[src/design/assert_macros.svh]
// Assertion macros shared by the transcoder modules.
`ifndef ASSERT_MACROS_SVH
`define ASSERT_MACROS_SVH

`ifndef NO_ASSERTIONS

// The property must hold at every clock edge outside reset.
`define ASSERT_AT(lbl, clk, rstn, prop) \
  lbl: assert property (@(posedge clk) disable iff (!(rstn)) (prop)) \
    else $error("assertion failed");

// The expression must never be true outside reset.
`define ASSERT_NEVER(lbl, clk, rstn, expr) \
  lbl: assert property (@(posedge clk) disable iff (!(rstn)) !(expr)) \
    else $error("forbidden condition seen");

`else

`define ASSERT_AT(lbl, clk, rstn, prop)
`define ASSERT_NEVER(lbl, clk, rstn, expr)

`endif

`endif

[src/design/u8u16_pkg.sv]
// Types and constants of the UTF-8 to UTF-16 transcoder.
package u8u16_pkg;

  // Most code units that one input byte can produce.
  localparam int unsigned MaxUnits = 4;

  // Replacement character sent for each decoding error.
  localparam logic [15:0] REPL_CHAR = 16'hFFFD;

  // Scalar limits.
  localparam logic [20:0] MAX_SCALAR = 21'h10FFFF;
  localparam logic [20:0] SUR_FIRST  = 21'h00D800;
  localparam logic [20:0] SUR_LAST   = 21'h00DFFF;
  localparam logic [20:0] PLANE1     = 21'h010000;
  localparam logic [20:0] MIN_LEN2   = 21'h000080;
  localparam logic [20:0] MIN_LEN3   = 21'h000800;

  // Surrogate bases.
  localparam logic [15:0] HI_SUR_BASE = 16'hD800;
  localparam logic [15:0] LO_SUR_BASE = 16'hDC00;

  // Lead byte classes.
  localparam logic [7:0] LEAD2_MASK = 8'hE0;
  localparam logic [7:0] LEAD2_CODE = 8'hC0;
  localparam logic [7:0] LEAD3_MASK = 8'hF0;
  localparam logic [7:0] LEAD3_CODE = 8'hE0;
  localparam logic [7:0] LEAD4_MASK = 8'hF8;
  localparam logic [7:0] LEAD4_CODE = 8'hF0;
  localparam logic [7:0] CONT_MASK  = 8'hC0;
  localparam logic [7:0] CONT_CODE  = 8'h80;

  // Pending sequence lengths.
  localparam logic [2:0] LEN_NONE = 3'd0;
  localparam logic [2:0] LEN_TWO  = 3'd2;
  localparam logic [2:0] LEN_THREE = 3'd3;
  localparam logic [2:0] LEN_FOUR = 3'd4;

  // Code units produced by one byte, handed to the output buffer.
  typedef struct packed {
    logic [2:0]       cnt;
    logic [3:0][15:0] units;
  } res_t;

endpackage

[src/design/u8u16_decode.sv]
// Sequence state and combinational decode of one UTF-8 byte.
`include "assert_macros.svh"

module u8u16_decode (
  input  logic               clk_i,
  input  logic               rst_ni,
  input  logic               fire_i,
  input  logic [7:0]         byte_i,
  input  logic               last_i,
  output u8u16_pkg::res_t    res_o
);

  logic [2:0]  len_q, len_d;
  logic [1:0]  cc_q, cc_d;
  logic [20:0] ps_q, ps_d;

  logic        lead_multi;
  logic        lead_emit;
  logic [2:0]  lead_len;
  logic [20:0] lead_bits;
  logic [15:0] lead_unit;

  logic        is_cont;
  logic        complete;
  logic        bad;
  logic [20:0] cp;
  logic [20:0] cp_min;
  logic [20:0] cp_off;
  logic [2:0]  slot;
  logic        len_legal;
  logic        pend_ok;

  // Classify the byte as a lead.
  always_comb begin
    lead_multi = 1'b0;
    lead_emit  = 1'b0;
    lead_len   = u8u16_pkg::LEN_NONE;
    lead_bits  = '0;
    lead_unit  = u8u16_pkg::REPL_CHAR;
    if (!byte_i[7]) begin
      lead_emit = 1'b1;
      lead_unit = {8'h00, byte_i};
    end else if ((byte_i & u8u16_pkg::LEAD2_MASK) == u8u16_pkg::LEAD2_CODE) begin
      lead_multi = 1'b1;
      lead_len   = u8u16_pkg::LEN_TWO;
      lead_bits  = {16'h0000, byte_i[4:0]};
    end else if ((byte_i & u8u16_pkg::LEAD3_MASK) == u8u16_pkg::LEAD3_CODE) begin
      lead_multi = 1'b1;
      lead_len   = u8u16_pkg::LEN_THREE;
      lead_bits  = {17'h0, byte_i[3:0]};
    end else if ((byte_i & u8u16_pkg::LEAD4_MASK) == u8u16_pkg::LEAD4_CODE) begin
      lead_multi = 1'b1;
      lead_len   = u8u16_pkg::LEN_FOUR;
      lead_bits  = {18'h0, byte_i[2:0]};
    end else begin
      lead_emit = 1'b1;
    end
    // A lead on the final byte is a truncated sequence.
    if (lead_multi && last_i) begin
      lead_emit = 1'b1;
    end
  end

  // Scalar checks for a sequence that completes with this byte.
  assign is_cont  = (byte_i & u8u16_pkg::CONT_MASK) == u8u16_pkg::CONT_CODE;
  assign complete = ({1'b0, cc_q} + 3'd2) >= len_q;
  assign cp       = {ps_q[14:0], byte_i[5:0]};
  assign cp_off   = cp - u8u16_pkg::PLANE1;

  always_comb begin
    case (len_q)
      u8u16_pkg::LEN_TWO:   cp_min = u8u16_pkg::MIN_LEN2;
      u8u16_pkg::LEN_THREE: cp_min = u8u16_pkg::MIN_LEN3;
      default:              cp_min = u8u16_pkg::PLANE1;
    endcase
  end

  assign bad = (cp < cp_min) || (cp > u8u16_pkg::MAX_SCALAR) ||
               ((cp >= u8u16_pkg::SUR_FIRST) && (cp <= u8u16_pkg::SUR_LAST));

  // Results and next state.
  always_comb begin
    res_o.units = {4{u8u16_pkg::REPL_CHAR}};
    res_o.cnt   = 3'd0;
    len_d       = len_q;
    cc_d        = cc_q;
    ps_d        = ps_q;
    slot        = 3'd0;
    if ((len_q != u8u16_pkg::LEN_NONE) && is_cont) begin
      if (complete) begin
        len_d = u8u16_pkg::LEN_NONE;
        cc_d  = 2'd0;
        ps_d  = '0;
        if (bad) begin
          // One replacement per byte of the sequence.
          res_o.cnt = len_q;
        end else if (cp > 21'h00FFFF) begin
          res_o.cnt      = 3'd2;
          res_o.units[0] = u8u16_pkg::HI_SUR_BASE | {6'b000000, cp_off[19:10]};
          res_o.units[1] = u8u16_pkg::LO_SUR_BASE | {6'b000000, cp_off[9:0]};
        end else begin
          res_o.cnt      = 3'd1;
          res_o.units[0] = cp[15:0];
        end
      end else if (last_i) begin
        // Truncated: lead plus every held continuation, this one included.
        res_o.cnt = {1'b0, cc_q} + 3'd2;
        len_d     = u8u16_pkg::LEN_NONE;
        cc_d      = 2'd0;
        ps_d      = '0;
      end else begin
        cc_d = cc_q + 2'd1;
        ps_d = cp;
      end
    end else begin
      // A broken sequence fails first, then the byte is read as a lead.
      if (len_q != u8u16_pkg::LEN_NONE) begin
        slot = {1'b0, cc_q} + 3'd1;
      end
      if (lead_emit) begin
        res_o.units[slot[1:0]] = lead_unit;
        res_o.cnt              = slot + 3'd1;
      end else begin
        res_o.cnt = slot;
      end
      if (lead_multi && !last_i) begin
        len_d = lead_len;
        cc_d  = 2'd0;
        ps_d  = lead_bits;
      end else begin
        len_d = u8u16_pkg::LEN_NONE;
        cc_d  = 2'd0;
        ps_d  = '0;
      end
    end
  end

  // State registers advance only when a byte is consumed.
  always_ff @(posedge clk_i or negedge rst_ni) begin
    if (!rst_ni) begin
      len_q <= u8u16_pkg::LEN_NONE;
      cc_q  <= 2'd0;
      ps_q  <= '0;
    end else if (fire_i) begin
      len_q <= len_d;
      cc_q  <= cc_d;
      ps_q  <= ps_d;
    end
  end

  // A pending length is one of the multi-byte forms and still misses a byte.
  assign len_legal = (len_q == u8u16_pkg::LEN_TWO) || (len_q == u8u16_pkg::LEN_THREE) ||
                     (len_q == u8u16_pkg::LEN_FOUR);
  assign pend_ok   = (len_q == u8u16_pkg::LEN_NONE) ||
                     (len_legal && (({1'b0, cc_q} + 3'd1) < len_q));

  // An idle decoder holds no continuation bytes.
  `ASSERT_AT(idle_no_cont, clk_i, rst_ni, (len_q != u8u16_pkg::LEN_NONE) || (cc_q == 2'd0))
  // A pending sequence always still misses at least one continuation byte.
  `ASSERT_AT(pending_short, clk_i, rst_ni, pend_ok)
  // One byte never yields more than four code units.
  `ASSERT_AT(res_bound, clk_i, rst_ni, res_o.cnt <= 3'd4)

endmodule

[src/design/u8u16_burst.sv]
// Output buffer that plays out the code units of one byte, one word a cycle while out_stall_i is low.
`include "assert_macros.svh"

module u8u16_burst (
  input  logic            clk_i,
  input  logic            rst_ni,
  input  logic            load_i,
  input  u8u16_pkg::res_t res_i,
  input  logic            end_i,
  output logic            free_o,
  output logic            out_valid_o,
  input  logic            out_stall_i,
  output logic [15:0]     code_unit_o,
  output logic            run_last_o,
  output logic            text_end_o
);

  logic [3:0][15:0] units_q;
  logic [2:0]       rem_q;
  logic             end_q;
  logic             pop;

  assign pop         = out_valid_o && !out_stall_i;
  assign out_valid_o = rem_q != 3'd0;
  assign code_unit_o = units_q[0];
  assign run_last_o  = rem_q == 3'd1;
  assign text_end_o  = (rem_q == 3'd1) && end_q;

  // Room for a new burst once the last word leaves this cycle.
  assign free_o = (rem_q == 3'd0) || ((rem_q == 3'd1) && !out_stall_i);

  // Remaining-word count.
  always_ff @(posedge clk_i or negedge rst_ni) begin
    if (!rst_ni) begin
      rem_q <= 3'd0;
    end else if (load_i) begin
      rem_q <= res_i.cnt;
    end else if (pop) begin
      rem_q <= rem_q - 3'd1;
    end
  end

  // Word shift line; the head word is always on the port.
  always_ff @(posedge clk_i) begin
    if (load_i) begin
      units_q <= res_i.units;
      end_q   <= end_i;
    end else if (pop) begin
      units_q <= {u8u16_pkg::REPL_CHAR, units_q[3:1]};
    end
  end

  // A burst is loaded only into a buffer that is empty or draining its last word.
  `ASSERT_AT(load_when_free, clk_i, rst_ni, load_i |-> ((rem_q == 3'd0) || ((rem_q == 3'd1) && !out_stall_i)))
  // Loaded bursts carry one to four words.
  `ASSERT_AT(load_count, clk_i, rst_ni, load_i |-> ((res_i.cnt != 3'd0) && (res_i.cnt <= 3'd4)))
  // A taken final word without a new load empties the buffer.
  `ASSERT_AT(drain_empty, clk_i, rst_ni, ((rem_q == 3'd1) && !out_stall_i && !load_i) |=> (rem_q == 3'd0))

endmodule

[src/design/utf8_to_utf16_decoder_core.sv]
// Top level of the streaming UTF-8 to UTF-16 transcoder.
//
//  channel | signals                                         | direction
//  --------+-------------------------------------------------+----------
//  in      | in_valid_i, in_stall_o, in_byte_i, last_byte_i  | byte in
//  out     | out_valid_o, out_stall_i, code_unit_o,          | word out
//          | run_last_o, text_end_o                          |
//
// A byte is registered at the input, decoded combinationally against the sequence
// state, and its code units are loaded into the output buffer when it is consumed.
// Throughput is one byte per cycle while each byte makes at most one word and the
// output does not stall; a byte that makes more words holds the input until its last word leaves.
// An accepted byte is registered in the input stage, and its words in the output buffer.
// Reset clears the input stage, the sequence state and the output buffer.
// A stall at the output backs up into in_stall_o once the input stage is full.

module utf8_to_utf16_decoder_core (
  input  logic        clk_i,
  input  logic        rst_ni,
  input  logic        in_valid_i,
  output logic        in_stall_o,
  input  logic [7:0]  in_byte_i,
  input  logic        last_byte_i,
  output logic        out_valid_o,
  input  logic        out_stall_i,
  output logic [15:0] code_unit_o,
  output logic        run_last_o,
  output logic        text_end_o
);

  logic            in_vq;
  logic [7:0]      byte_q;
  logic            last_q;
  logic            accept;
  logic            fire;
  logic            free;
  u8u16_pkg::res_t res;

  // A registered byte is consumed when its words fit in the output buffer.
  assign fire       = in_vq && ((res.cnt == 3'd0) || free);
  assign in_stall_o = in_vq && !fire;
  assign accept     = in_valid_i && !in_stall_o;

  // Input stage valid.
  always_ff @(posedge clk_i or negedge rst_ni) begin
    if (!rst_ni) begin
      in_vq <= 1'b0;
    end else if (accept) begin
      in_vq <= 1'b1;
    end else if (fire) begin
      in_vq <= 1'b0;
    end
  end

  // Input stage payload.
  always_ff @(posedge clk_i) begin
    if (accept) begin
      byte_q <= in_byte_i;
      last_q <= last_byte_i;
    end
  end

  u8u16_decode u_decode (
    .clk_i  (clk_i),
    .rst_ni (rst_ni),
    .fire_i (fire),
    .byte_i (byte_q),
    .last_i (last_q),
    .res_o  (res)
  );

  u8u16_burst u_burst (
    .clk_i       (clk_i),
    .rst_ni      (rst_ni),
    .load_i      (fire && (res.cnt != 3'd0)),
    .res_i       (res),
    .end_i       (last_q),
    .free_o      (free),
    .out_valid_o (out_valid_o),
    .out_stall_i (out_stall_i),
    .code_unit_o (code_unit_o),
    .run_last_o  (run_last_o),
    .text_end_o  (text_end_o)
  );

endmodule

[config.mk]
export PLATFORM = sky130hd
export DESIGN_NAME = utf8_to_utf16_decoder_core
export DESIGN_NICKNAME = d
export VERILOG_FILES = /design/src/design/u8u16_pkg.sv /design/src/design/u8u16_decode.sv /design/src/design/u8u16_burst.sv /design/src/design/utf8_to_utf16_decoder_core.sv
export VERILOG_INCLUDE_DIRS = /design/src /design/src/design
export SDC_FILE = /design/constraint.sdc
export NUM_CORES = 1
export LEC_CHECK = 0
export ABC_AREA = 1
export BUFFER_PORTS_ARGS = -buffer_cell sky130_fd_sc_hd__buf_2
export CORE_MARGIN = 5
export CORE_UTILIZATION = 40
export CTS_CLUSTER_SIZE = 25
export DETAILED_ROUTE_END_ITERATION = 10
export SLEW_MARGIN = 0
export SYNTH_ARGS = -nofsm -noshare
export SYNTH_HDL_FRONTEND = slang
export SYNTH_SLANG_ARGS = --single-unit
export TNS_END_PERCENT = 10
[constraint.sdc]
create_clock -name clk_i -period 4.7 [get_ports clk_i]
set_input_delay 0.94 -clock clk_i [delete_from_list [all_inputs] [get_ports clk_i]]
set_output_delay 0.94 -clock clk_i [all_outputs]
set_load 0.02 [all_outputs]
Yosys cells after proc, flatten, opt, wreduce, memory -nomap -nowiden
Index checks and enable logic that the tools add are counted.
{"block": "word_totals", "register_bits": 98, "latch_bits": 0, "ram_bits": 0, "mem_bits_ro": 0, "input_bits": 13, "out_inout_bits": 20, "word_cells": 118, "n_memories": 0}
{"block": "op_classes", "addsub": 6, "n_mul": 0, "n_div": 0, "magnitude_cmp": 8, "n_eq_ne": 8, "n_shift": 0, "mux": 53, "n_bitwise": 3, "n_reduce_logical": 28}
{"operator": "two-way mux 64 bit", "n": 3}
{"operator": "two-way mux 32 bit", "n": 4}
{"operator": "two-way mux 15 bit", "n": 6}
{"operator": "inverter 60 bit", "n": 1}
{"operator": "bitwise OR 60 bit", "n": 1}
{"operator": "two-way mux 3 bit", "n": 18}
{"operator": "two-way mux 16 bit", "n": 3}
{"operator": "case mux 17 bit (2 select lines)", "n": 1}
{"operator": "demux 16 bit (select 2 bit)", "n": 1}
{"operator": "greater-or-equal comparator 21 x 16 -> 1 bit, second input constant", "n": 1}
{"operator": "> comparator 21 x 16 -> 1 bit, second input constant", "n": 1}
{"operator": "> comparator 21 bit, second input constant", "n": 1}
{"operator": "less-or-equal comparator 21 x 16 -> 1 bit, second input constant", "n": 1}
{"operator": "less-than comparator 21 x 17 -> 1 bit", "n": 1}
{"operator": "subtractor 20 x 17 -> 20 bit, second input constant", "n": 1}
{"operator": "two-way mux 14 bit", "n": 1}
{"operator": "logical AND 1 bit", "n": 12}
{"operator": "two-way mux 1 bit", "n": 11}
{"operator": "nonzero test 3 bit", "n": 3}
{"operator": "two-way mux 2 bit", "n": 4}
{"operator": "equality test 3 x 2 -> 1 bit, second input constant", "n": 2}
{"operator": "zero test 3 bit", "n": 2}
{"operator": "equality test 5 bit, second input constant", "n": 1}
{"operator": "AND 4 bit", "n": 1}
{"operator": "other kinds (18)", "n": 25}

Longest topological paths before layout
Gate-level depths: netlist (run 1).
{"block": "logic_depth", "word_depth": 17, "ltp_mapped": 23, "depth_no_buf": 22}

Modules after synthesis
Synthesis (run 1) repeated with hierarchy kept, for this count alone.
{"block": "hier_totals", "hier_cells": 717, "hier_area_um2": 5750.5}
{"mod": "u8u16_burst", "n_inst": 1, "cells_each": 293, "area_per_inst_um2": 3039.2, "seq_area_each_um2": 2026.9}
{"mod": "u8u16_decode", "n_inst": 1, "cells_each": 400, "area_per_inst_um2": 2349.8, "seq_area_each_um2": 500.5}
{"mod": "utf8_to_utf16_decoder_core", "n_inst": 1, "cells_each": 24, "area_per_inst_um2": 361.6, "seq_area_each_um2": 295.3}

Least setup slack after synthesis (run 1)
Ideal clock, no wire load.
{"block": "synth_timing", "kind": "register to register", "from": "register u_decode.cc_q[1]", "to": "register u_burst.units_q (netlist bit u_burst.code_unit_o[0]) (enable)", "setup_time_ns": 0.402, "t_arrival_ns": 3.110, "required_ns": 4.298, "path_slack_ns": 1.188, "path_stages_with_launch": 16, "path_buffers": 3, "synth_period_minus_slack_ns": 3.512, "path_cell_list": "dfrtp_1 -> ha_1 -> inv_1 -> nor2_1 -> ha_1 -> clkbuf_1 -> nand2_1 -> xor2_1 -> nand2_1 -> nand2_1 -> nor2_2 -> nand2_4 -> nand3_4 -> buf_8 -> buf_6 -> nand2_1"}
{"block": "synth_via", "elab_chain_cells": 11, "word_cells_on_any_way": 16, "classes_between": "add/sub: 3; order compare: 1; mux: 6; reduce/logical: 6"}
{"element": "start: declaration", "line_no": "u8u16_decode.sv:14", "source": "logic [1:0] cc_q, cc_d;"}
{"element": "start signal: assignment", "line_no": "u8u16_decode.sv:142", "source": "cc_q <= 2'd0;"}
{"element": "start signal: assignment", "line_no": "u8u16_decode.sv:146", "source": "cc_q <= cc_d;"}
{"element": "adder 2 x 1 -> 3 bit", "line_no": "u8u16_decode.sv:118", "source": "slot = {1'b0, cc_q} + 3'd1;"}
{"element": "two-way mux 3 bit", "line_no": "u8u16_decode.sv:117", "source": "if (len_q != u8u16_pkg::LEN_NONE) begin"}
{"element": "two-way mux 3 bit", "line_no": "u8u16_decode.sv:89", "source": "if ((len_q != u8u16_pkg::LEN_NONE) && is_cont) begin"}
{"element": "adder 3 x 1 -> 3 bit", "line_no": "u8u16_decode.sv:122", "source": "res_o.cnt = slot + 3'd1;"}
{"element": "two-way mux 3 bit", "line_no": "u8u16_decode.sv:120", "source": "if (lead_emit) begin"}
{"element": "two-way mux 3 bit (*)", "line_no": "u8u16_decode.sv:89"}
{"element": "zero test 3 bit", "line_no": "utf8_to_utf16_decoder_core.sv:40", "source": "assign fire = in_vq && ((res.cnt == 3'd0) || free);"}
{"element": "logical OR 1 bit", "line_no": "utf8_to_utf16_decoder_core.sv:40"}
{"element": "logical AND 1 bit", "line_no": "utf8_to_utf16_decoder_core.sv:40"}
{"element": "logical AND 1 bit (*)", "line_no": "utf8_to_utf16_decoder_core.sv:75", "source": ".load_i (fire && (res.cnt != 3'd0)),"}
{"element": "nonzero test 2 bit (no line) (*)"}
{"element": "end signal: assignment", "line_no": "u8u16_burst.sv:46", "source": "units_q <= res_i.units;"}
{"element": "end signal: assignment", "line_no": "u8u16_burst.sv:49", "source": "units_q <= {u8u16_pkg::REPL_CHAR, units_q[3:1]};"}
{"element": "end: declaration", "line_no": "u8u16_burst.sv:18", "source": "logic [3:0][15:0] units_q;"}
Every way passes the cells marked *; elsewhere a longest branch is shown, timed or not. The select of a mux whose other input is x is not followed.
A chain may end at the register's enable or synchronous reset.

Worst setup path after layout (run 1)
{"block": "layout_timing", "from": "register u_decode.len_q[1]", "to": "output in_stall_o"}
{"block": "layout_via", "elab_chain_cells": 13, "word_cells_on_any_way": 21, "classes_between": "add/sub: 1; order compare: 2; eq/ne: 2; mux: 7; reduce/logical: 9"}
{"element": "start: declaration", "line_no": "u8u16_decode.sv:13", "source": "logic [2:0] len_q, len_d;"}
{"element": "start signal: assignment", "line_no": "u8u16_decode.sv:141", "source": "len_q <= u8u16_pkg::LEN_NONE;"}
{"element": "start signal: assignment", "line_no": "u8u16_decode.sv:145", "source": "len_q <= len_d;"}
{"element": "equality test 3 x 2 -> 1 bit"}
{"element": "case mux 17 bit (2 select lines)", "line_no": "u8u16_decode.sv:71", "source": "case (len_q)"}
{"element": "less-than comparator 21 x 17 -> 1 bit", "line_no": "u8u16_decode.sv:78", "source": "assign bad = (cp < cp_min) || (cp > u8u16_pkg::MAX_SCALAR) ||"}
{"element": "logical OR 1 bit (2 in a row)", "line_no": "u8u16_decode.sv:78"}
{"element": "two-way mux 3 bit", "line_no": "u8u16_decode.sv:94", "source": "if (bad) begin"}
{"element": "two-way mux 3 bit", "line_no": "u8u16_decode.sv:90", "source": "if (complete) begin"}
{"element": "two-way mux 3 bit (*)", "line_no": "u8u16_decode.sv:89"}
{"element": "zero test 3 bit (*)", "line_no": "utf8_to_utf16_decoder_core.sv:40"}
{"element": "logical OR 1 bit (*)", "line_no": "utf8_to_utf16_decoder_core.sv:40"}
{"element": "logical AND 1 bit (*)", "line_no": "utf8_to_utf16_decoder_core.sv:40"}
{"element": "zero test 1 bit (*)", "line_no": "utf8_to_utf16_decoder_core.sv:41", "source": "assign in_stall_o = in_vq && !fire;"}
{"element": "logical AND 1 bit (*)", "line_no": "utf8_to_utf16_decoder_core.sv:41"}
{"element": "end: declaration", "line_no": "utf8_to_utf16_decoder_core.sv:21", "source": "output logic in_stall_o,"}
Marked as above.

==> summary.md, run 1 <==
| Metric | Value |
|---|---|
| Status | complete, no violations |
| Routability cong. | 0.921 |
| Nature of the critical path endpoint | primary output |
| CP required | approximately 3.8 ns |
| Register area share after synthesis | about half |
| Mapped Cells | 562 |
| Clock transition at path regs | 0.07 ns |
| Final setup margin | 0.936 ns |
| Critical path origin | u_decode.len_q[1] |
| Core area | 11,300 sq um |
| DRC violations left | 0 |
| Share of cells above drive strength 1 | about an eighth |
| # resized after CTS | 0 |
| Tot GR Track Use | approximately 17% |
| Hold Buf Count CTS | 0 |
| Reg2Reg Setup Slack | around 1.3 ns |
| Detailed-router iteration count before antenna repair | 5 |
| Die area | between 10,000 and 15,000 sq um |
| Top cell type's share of synthesized area | 35.3% |
| Net Sw Frac | 41.8% |
| Reg2reg end | u_burst.units_q[37] |
| Setup bufs post-CTS | 0 |
| Grt ovf | 0 |
| Worst-path maximum fanout | 21 |
| Die Y | roughly 120 microns |
| Hold WC Path Type | flip-flop to flip-flop |
| H-tree Lvls | 3 |
| Inserted Clock Buffers | 9 |
| Relative slew slack | 32.9% |
| Critical R2R Launch | u_decode.len_q[2] |
| Crit path time final | approximately 3.8 ns |
| Crit path arrival time | around 2.8 ns |
| Final Hold Fails | 0 |
| FF-to-FF path depth | 15 |
| Die W | around 120 microns |
| Number of synthesized flops with an enable pin | 54 |
| Synth area leaders | edfxtp_1 35%, nand2_1 14%, dfrtp_1 13% |
| Post-synthesis register bit count | approximately 80 |
| Post-Place Worst Slack | between 1 and 1.5 ns |
| Hold EP | u_burst.code_unit_o[8] |
| Port Buf Inserts | 32 |
| Period utilization | 80.1% |
| Initial Utilization | ~40% |
| Post-synthesis mux area share | 0% |
| Max-Cap Viols | 0 |
| Setup Viol. Count Final | 0 |
| Library cells used by synthesis | 35 |
| Standard-cell row count | 39 |
| First-pass GRT wire length | between 15 and 20 mm |
| Slew Viols, Final | 0 |
| Cell taking the most area after synthesis | edfxtp_1 |
| Largest family of logic cells by synthesized area | simple AND/OR/NAND/NOR gates |
| Synth Area in Compound Gates | under 10% |
| PD cells | roughly 640 nW/um^2 |
| Routed length per placed instance | about 15 microns |
| RSZ-0062 raised after global routing | no |
| CP startpoint kind | flip-flop |
| Power share of the combinational group | about two fifths |
| Maximum number of pins on one net before global-route repair | 58 |
| Synthesized area per cell | 8.17 sq um |
| CTS max path bufs | 2 |
| Critical-path top delay cell | inv_1 |
| TritonCTS clock tree | built |
| PnR Total Power | 3.21 mW |
| Ys flop type | edfxtp_1 |
| Synth Warn # | 0 |
| IO Count | 33 |
| Worst slew pin tran | 1.00 ns |
| Post-synth ARST share | between 30% and 40% |
| Simple-gate share of the synthesized area | 27.7% |
| Post-synth net total | 590 |
| Worst path buffer plus inverter count | 3 |
| Peak supply drop | 583 uV |
| Setup TNS | 0 ns |
| Final nets | between 500 and 600 |
| Antenna fix cells | 0 |
| Total number of vias | ~3,600 |
| Adder-cell share of the synthesized area | under 10% |
| Reg power frac | between 30 and 40% |
| Largest delay contributor family on the critical path | simple AND/OR/NAND/NOR gates |
| DR iter-0 viols | 244 |
| Total wire length | 10.7 mm |
| Number of global-route vias before repair | approximately 3,500 |
| Antenna viol nets, final | 0 |
| Pint | about 1.9 mW |
| CP Class | flip-flop to primary output |
| Clock share of power | 22.2% |
| Hold Crit Start | u_burst.units_q[24] |
| Sw Pwr | between 1 and 1.5 mW |
| Max stage delay on crit path | roughly 0.54 ns |
| Leak | roughly 2.2 nW |
| Post-synthesis xor/xnor area fraction | less than 1% |
| Via-to-Cell Ratio | ~5.0 |
| CP Cell Sequence | inv_1, nand3_1, nand3_1, inv_1, nand2_1, nand3b_1, nand2_1, nor2_2, nand2_4, nand2_4, nor2_1, buf_2 |
| Synthesized area | 4590 sq um |
| Initial antenna violation count | 0 |
| CTS sink count | slightly below 80 |
| Root Driver | clkbuf_16 |
| Post-DP HPWL | approximately 7.6 mm |
| Clk_lat worst skew | between 0.3 and 0.4 ns |
| Hold Path Depth | 2 |
| Fmax | ~0.27 GHz |
| Setup Skew | 0.00960 ns |
| Area grow syn2layout | 8.80% |
==> layout by cell type (no fill, tap or decap), types with 3 or more instances in the layout <==
cell / n
o41ai_1: 3
o22ai_1: 5
a21oi_1: 5
nand2_1: 174
ha_1: 15
nand4_1: 4
clkinvlp_4: 3
dfrtp_1: 24
o21ai_1: 16
nand3_1: 37
nand3b_1: 4
clkbuf_16: 9
nand2_2: 4
o21ai_0: 43
buf_2: 32
nand2_4: 4
nor2_2: 3
edfxtp_1: 54
inv_2: 3
nor2_1: 60
xor2_1: 4
inv_1: 52
==> logic make-up after synthesis <==
| family | after synthesis |
|---|---|
| adders and majority gates | 15 |
| xor gates and xnor gates | 4 |
| DFF | 78 |
| buffers and inverters | 91 |
| AOI/OAI and AO/OA | 77 |
| and+or+nand+nor | 297 |
==> routing by layer <==
layer	part of all wire, %	GRT usage (%)	up-vias
li1	-	-	1844
met1	46	22.6	1667
met2	47	27.6	90
met3	4.8	2.78	20
met4	1.8	6.12	0
met5	0	0	-
==> sequential cells by signal, summed over array words and instances (netlist names) <==
name and flops:
u_burst.units_q 28, u_burst.code_unit_o 16, u_decode.ps_q 15, byte_q 8, u_burst.rem_q 3, u_decode.len_q 3, u_decode.cc_q 2, in_vq 1
last_q 1, u_burst.end_q 1
==> stage by stage <==
step | instances | hold slack [ns] | utilization (%) | area [sq um]
2_1_floorplan | 562 | 0.471 | - | 4590
3_3_place_gp | 703 | 0.501 | 41.5 | 4700
3_5_place_dp | 703 | 0.506 | 41.5 | 4700
4_1_cts | 719 | 0.521 | 44.1 | 5000
5_1_grt | 719 | 0.545 | 44.1 | 5000
6_report | 719 | 0.518 | 44.1 | 5000
==> power by group through the flow <==
stage                     logic, mW  registers (mW)  clock network, mW
after floorplan                1.14            1.19                  0
after global placement         1.23            1.26                  0
after detailed placement       1.26            1.26                  0
after CTS                      1.27            1.25              0.724
after global routing           1.43            1.28              0.751
final                          1.25            1.25              0.713
==> final cells by class <==
| type | count | area, sq um |
|---|---|---|
| clock buffers | 10 | 229 |
| clock inverters | 6 | 70.1 |
| fillers | 1171 | 6320 |
| inverters | 55 | 206 |
| multi-input cells | 393 | 1910 |
| flip-flops and latches | 78 | 2220 |
| well taps | 143 | 179 |
| repair buffers | 34 | 175 |
==> synthesized netlist by cell type (all sizes together) (5+ instances only) <==
library cell / n
ha: 15
a21oi: 7
clkbuf: 6
nor2: 64
edfxtp: 54
o21ai: 59
o22ai: 5
nand3: 38
nand2: 182
nand4: 5
dfrtp: 24
buf: 30
inv: 55
==> worst min-delay path, cell delays in order, from the launching register on <==
cell      delay [ns]
edfxtp_1        0.32
nand2_1         0.05
nand2_1         0.05
==> how the worst max path moves through the flow <==
stage / slack, ns / depth (start not counted) / to
after detailed placement: 1.35 / 12 / in_stall_o
after CTS: 0.94 / 12 / in_stall_o
final: 0.94 / 12 / in_stall_o
after global routing: 0.56 / 12 / in_stall_o
after floorplan: 1.19 / 15 / u_burst.code_unit_o[0]
after global placement: 1.33 / 12 / in_stall_o
(Power assumes the default switching activity.)
==> run 2, diff against run 1 <==
--- a/config.mk
+++ b/config.mk
@@ -6,7 +6,7 @@
 export SDC_FILE = /design/constraint.sdc
 export NUM_CORES = 1
 export LEC_CHECK = 0
-export ABC_AREA = 1
+export ABC_AREA = 0
 export BUFFER_PORTS_ARGS = -buffer_cell sky130_fd_sc_hd__buf_2
 export CORE_MARGIN = 5
 export CORE_UTILIZATION = 40
==> constraint.sdc (replaced) <==
create_clock -name clk_i -period 3.6 [get_ports clk_i]
set_input_delay 0.72 -clock clk_i [delete_from_list [all_inputs] [get_ports clk_i]]
set_output_delay 0.72 -clock clk_i [all_outputs]
set_load 0.02 [all_outputs]
==> run 2 against run 1 <==
  * Wire length fell by 4.1%
  * Synthesized area decreased by 2.3%
  * Utilization up 4.3 points
  * Critical path type unchanged
  * Final area is 6.0% higher
  * Clock skew shrank 0.0014 ns
==> summary.md, run 2 <==
| Metric | Value |
|---|---|
| Synthesized area per cell | 11.0 sq um (+34%) |
| Post-synthesis register bit count | 78 (unchanged) |
| PD cells | 814 nW/um^2 (+27%) |
| Synthesized area | 4490 sq um (-2.3%) |
| TritonCTS clock tree | built |
| Setup Skew | 0.00816 ns (-0.00144 ns) |
| Final setup margin | 0.0214 ns (-0.915 ns) |
| PnR Total Power | 4.31 mW (+34%) |
| Worst hold margin | 0.378 ns (-0.140 ns) |
| Status | complete, no violations |
| Largest delay contributor family on the critical path | simple AND/OR/NAND/NOR gates |
| Synth Warn # | 0 (unchanged) |
| Area grow syn2layout | 18.0% |
| Leak | 2.20 nW (+1.3%) |
| Inserted Clock Buffers | 9 (unchanged) |
| Synth area leaders | edfxtp_1 36%, dfrtp_1 13%, mux2i_1 7.6% |
| Hold Buf Count CTS | 0 (unchanged) |
| Antenna viol nets, final | 0 (unchanged) |
| Period utilization | 99.4% |
| Library cells used by synthesis | 54 (+54%) |
| RSZ-0062 raised after global routing | yes |
| Clk_lat worst skew | 0.34 ns (about the same) |
| Slew Viols, Final | 0 (unchanged) |
| Total wire length | 10.2 mm (-4.1%) |
| Number of global-route vias before repair | 3,080 (-13%) |
| Die W | 116 microns (-1.1%) |
| Cell taking the most area after synthesis | edfxtp_1 |
| CP Cell Sequence | buf_4, or3_4, and2_1, inv_1, ha_1, a31oi_2, o21ai_4, or2_4, and3_4, buf_6 |
| Routability cong. | 0.845 (-8.3%) |
| Nature of the critical path endpoint | primary output |
| Initial antenna violation count | 0 (unchanged) |
| H-tree Lvls | 3 (unchanged) |
| Post-synth net total | 437 (-26%) |
| Top cell type's share of synthesized area | 36.1% (+0.83 points) |
| Multi-input gate area | 1990 sq um (+3.9%) |
| Final Hold Fails | 0 (unchanged) |
| Root Driver | clkbuf_16 |
| Standard-cell row count | 38 (-2.6%) |
| Antenna fix cells | 0 (unchanged) |
| CP required | 2.88 ns (-0.88 ns) |
| Top cells by count, synth | 54 x edfxtp_1, 46 x inv_1, 40 x nand2_1 |
| Critical-path top delay cell | dfrtp_1 |
| Total number of vias | 3,181 (-12%) |
| Post-DP HPWL | 7.10 mm (-6.2%) |
| Detailed-router iteration count before antenna repair | 4 (-1) |
| Clock transition at path regs | 0.06 ns (about the same) |
| Post-synth ARST share | 30.8% (unchanged) |
| Worst slew pin tran | 0.838 ns (-0.164 ns) |
| Mapped Cells | 409 (-27%) |
| Initial Utilization | 41.0% (+0.47 points) |
| Port Buf Inserts | 32 (unchanged) |
| First-pass GRT wire length | 16.4 mm (-7.6%) |
| Crit path time final | about 3.6 ns |
| Share of cells above drive strength 1 | 25.5% (+14 points) |
| CTS max path bufs | 2 (unchanged) |
| Maximum number of pins on one net before global-route repair | 45 (-22%) |
| Post-Place Worst Slack | 0.192 ns (-1.16 ns) |
| Max-Cap Viols | 0 (unchanged) |
| Placed insts | 572 (-19%) |
| Hold WC Path Type | input port to asynchronous set/reset pin |
| Most frequent cells in the layout | 54 x edfxtp_1, 46 x inv_1, 39 x nand2_1 |
| Number of fill cells | 1,020 (-13%) |
| Relative slew slack | 44.1% (+11 points) |
| Reg with most FFs | u_burst.units_q |
| IO Count | 33 (unchanged) |
| Seq. cell area | 2230 sq um (+0.23%) |
| Max stage delay on crit path | 0.41 ns (-0.13 ns) |
| Number of synthesized flops with an enable pin | 54 (unchanged) |
| Final nets | 485 (-19%) |
| Die area | 13,400 sq um (-2.1%) |
| Grt ovf | 0 (unchanged) |
| CP Class | flip-flop to primary output |
| Core area | 10,900 sq um (-3.4%) |
| Routed length per placed instance | 17.0 microns (+15%) |
| CTS sink count | 78 (unchanged) |
| Register area share after synthesis | 49.5% (+1.1 points) |
| Max reg flops | 28 (unchanged) |
| Die Y | 116 microns (-1.1%) |
| Finished Cell Area | 5300 sq um (+6.0%) |
| Finished Layout Cells | 602 (-16%) |
| Tot GR Track Use | 15.9% (-0.97 points) |
| Via-to-Cell Ratio | 5.28 (+4.9%) |
| Setup Viol. Count Final | 0 (unchanged) |
| Dpl cell area | 4810 sq um (+2.4%) |
| Fmax | 0.279 GHz |
| Crit path arrival time | 2.86 ns (+0.04 ns) |
| CP startpoint kind | flip-flop |
| FF-to-FF path depth | 14 (-1) |
| Ys flop type | edfxtp_1 |
| Commonest non-fill, non-tap cell in the layout | edfxtp_1 |
| Worst path buffer plus inverter count | 3 (unchanged) |
| WP depth | 10 (-2) |
| Worst-path maximum fanout | 5 (-76%) |
| DR iter-0 viols | 143 (-41%) |
| DRC violations left | 0 (unchanged) |
| Most common cell in the netlist | edfxtp_1 |
| Peak supply drop | 503 uV (-14%) |
==> run 2: cell count changes after synthesis, sizes merged, moves of 23 or more <==
| cell | change |
|---|---|
| o21ai | -50 |
| mux2 | +23 |
| mux2i | +34 |
| nand2 | -142 |
| nand3 | -33 |
| nor2 | -43 |
==> run 2: layout make-up <==
| cell class | instances | share of cell area (%) |
|---|---|---|
| clock buffer | 9 | 4.25 |
| clock inverter | 7 | 1.09 |
| inverter | 46 | 3.26 |
| multi-input combinational | 254 | 37.5 |
| sequential | 78 | 42.1 |
| tap | 140 | 3.31 |
| timing repair buffer | 68 | 8.48 |
==> run 2: stage by stage <==
| step | setup TNS, ns | util [%] |
|---|---|---|
| 2_1_floorplan | 0 | - |
| 3_5_place_dp | 0 | 44.0 |
| 5_1_grt | -0.0668 | 48.4 |
| 6_report | 0 | 48.4 |
| 3_3_place_gp | 0 | 44.0 |
| 4_1_cts | 0 | 47.2 |
==> run 2: cells by family (layout without fill, tap and decap cells) <==
logic type | count (synthesis) | in the layout | synth area share (%)
mux | 57 | 57 | 13.5
buf+inv | 77 | 130 | 8.31
fa+ha+maj | 15 | 15 | 4.18
xor+xnor | 3 | 3 | 0.586
flops | 78 | 78 | 49.5
simple gates | 114 | 114 | 13.1
compound gates | 65 | 65 | 10.8
==> run 2: routing by layer <==
metal	vias up	GRT usage (%)	wire (microns)
met1	1527	22.2	4700
met4	0	5.72	195
li1	1542	-	-
met3	20	2.56	619
met5	-	0	0
met2	92	25.0	4720
==> run 2: path summary, 6_finish.rpt <==
kind,end,from,slack (ns)
min in group clk_i,u_burst.units_q[35],u_burst.units_q[51],0.53
setup reg to reg,u_burst.code_unit_o[1],u_decode.len_q[2],0.19
setup / recovery,in_stall_o,u_decode.len_q[1],0.02
max in group asynchronous,u_decode.len_q[2],rst_ni,2.79
hold / removal,u_burst.rem_q[1],rst_ni,0.38
hold reg to reg,u_burst.units_q[35],u_burst.units_q[51],0.53
==> run 2: report_power, final <==
| group | total [mW] | leakage, nW | internal (mW) | switching, mW |
|---|---|---|---|---|
| Combinational | 2.06 | 1.33 | 0.853 | 1.21 |
| Clock | 0.869 | 0.134 | 0.475 | 0.393 |
| Sequential | 1.38 | 0.739 | 1.27 | 0.114 |
| Total | 4.31 | 2.20 | 2.59 | 1.71 |
==> run 2: worst reg2reg max path, stage by stage (launching register included) <==
cell and delay [ns]:
dfrtp_2 0.44, nor2b_4 0.12, nand2_1 0.06, ha_1 0.29, inv_1 0.03, a31oi_1 0.13, o31ai_1 0.10, a32o_2 0.32
buf_4 0.16, nor2_4 0.17, o211ai_4 0.11, buf_4 0.18, o21ai_4 0.44, buf_12 0.26, mux2_1 0.36
==> run 2: timing repair <==
| item | CTS | global route |
|---|---|---|
| pin swaps | 8 | 9 |
| buffers inserted | 2 | 12 |
| resized for setup | 9 | 13 |
| endpoints found under the setup margin | 1 | 15 |
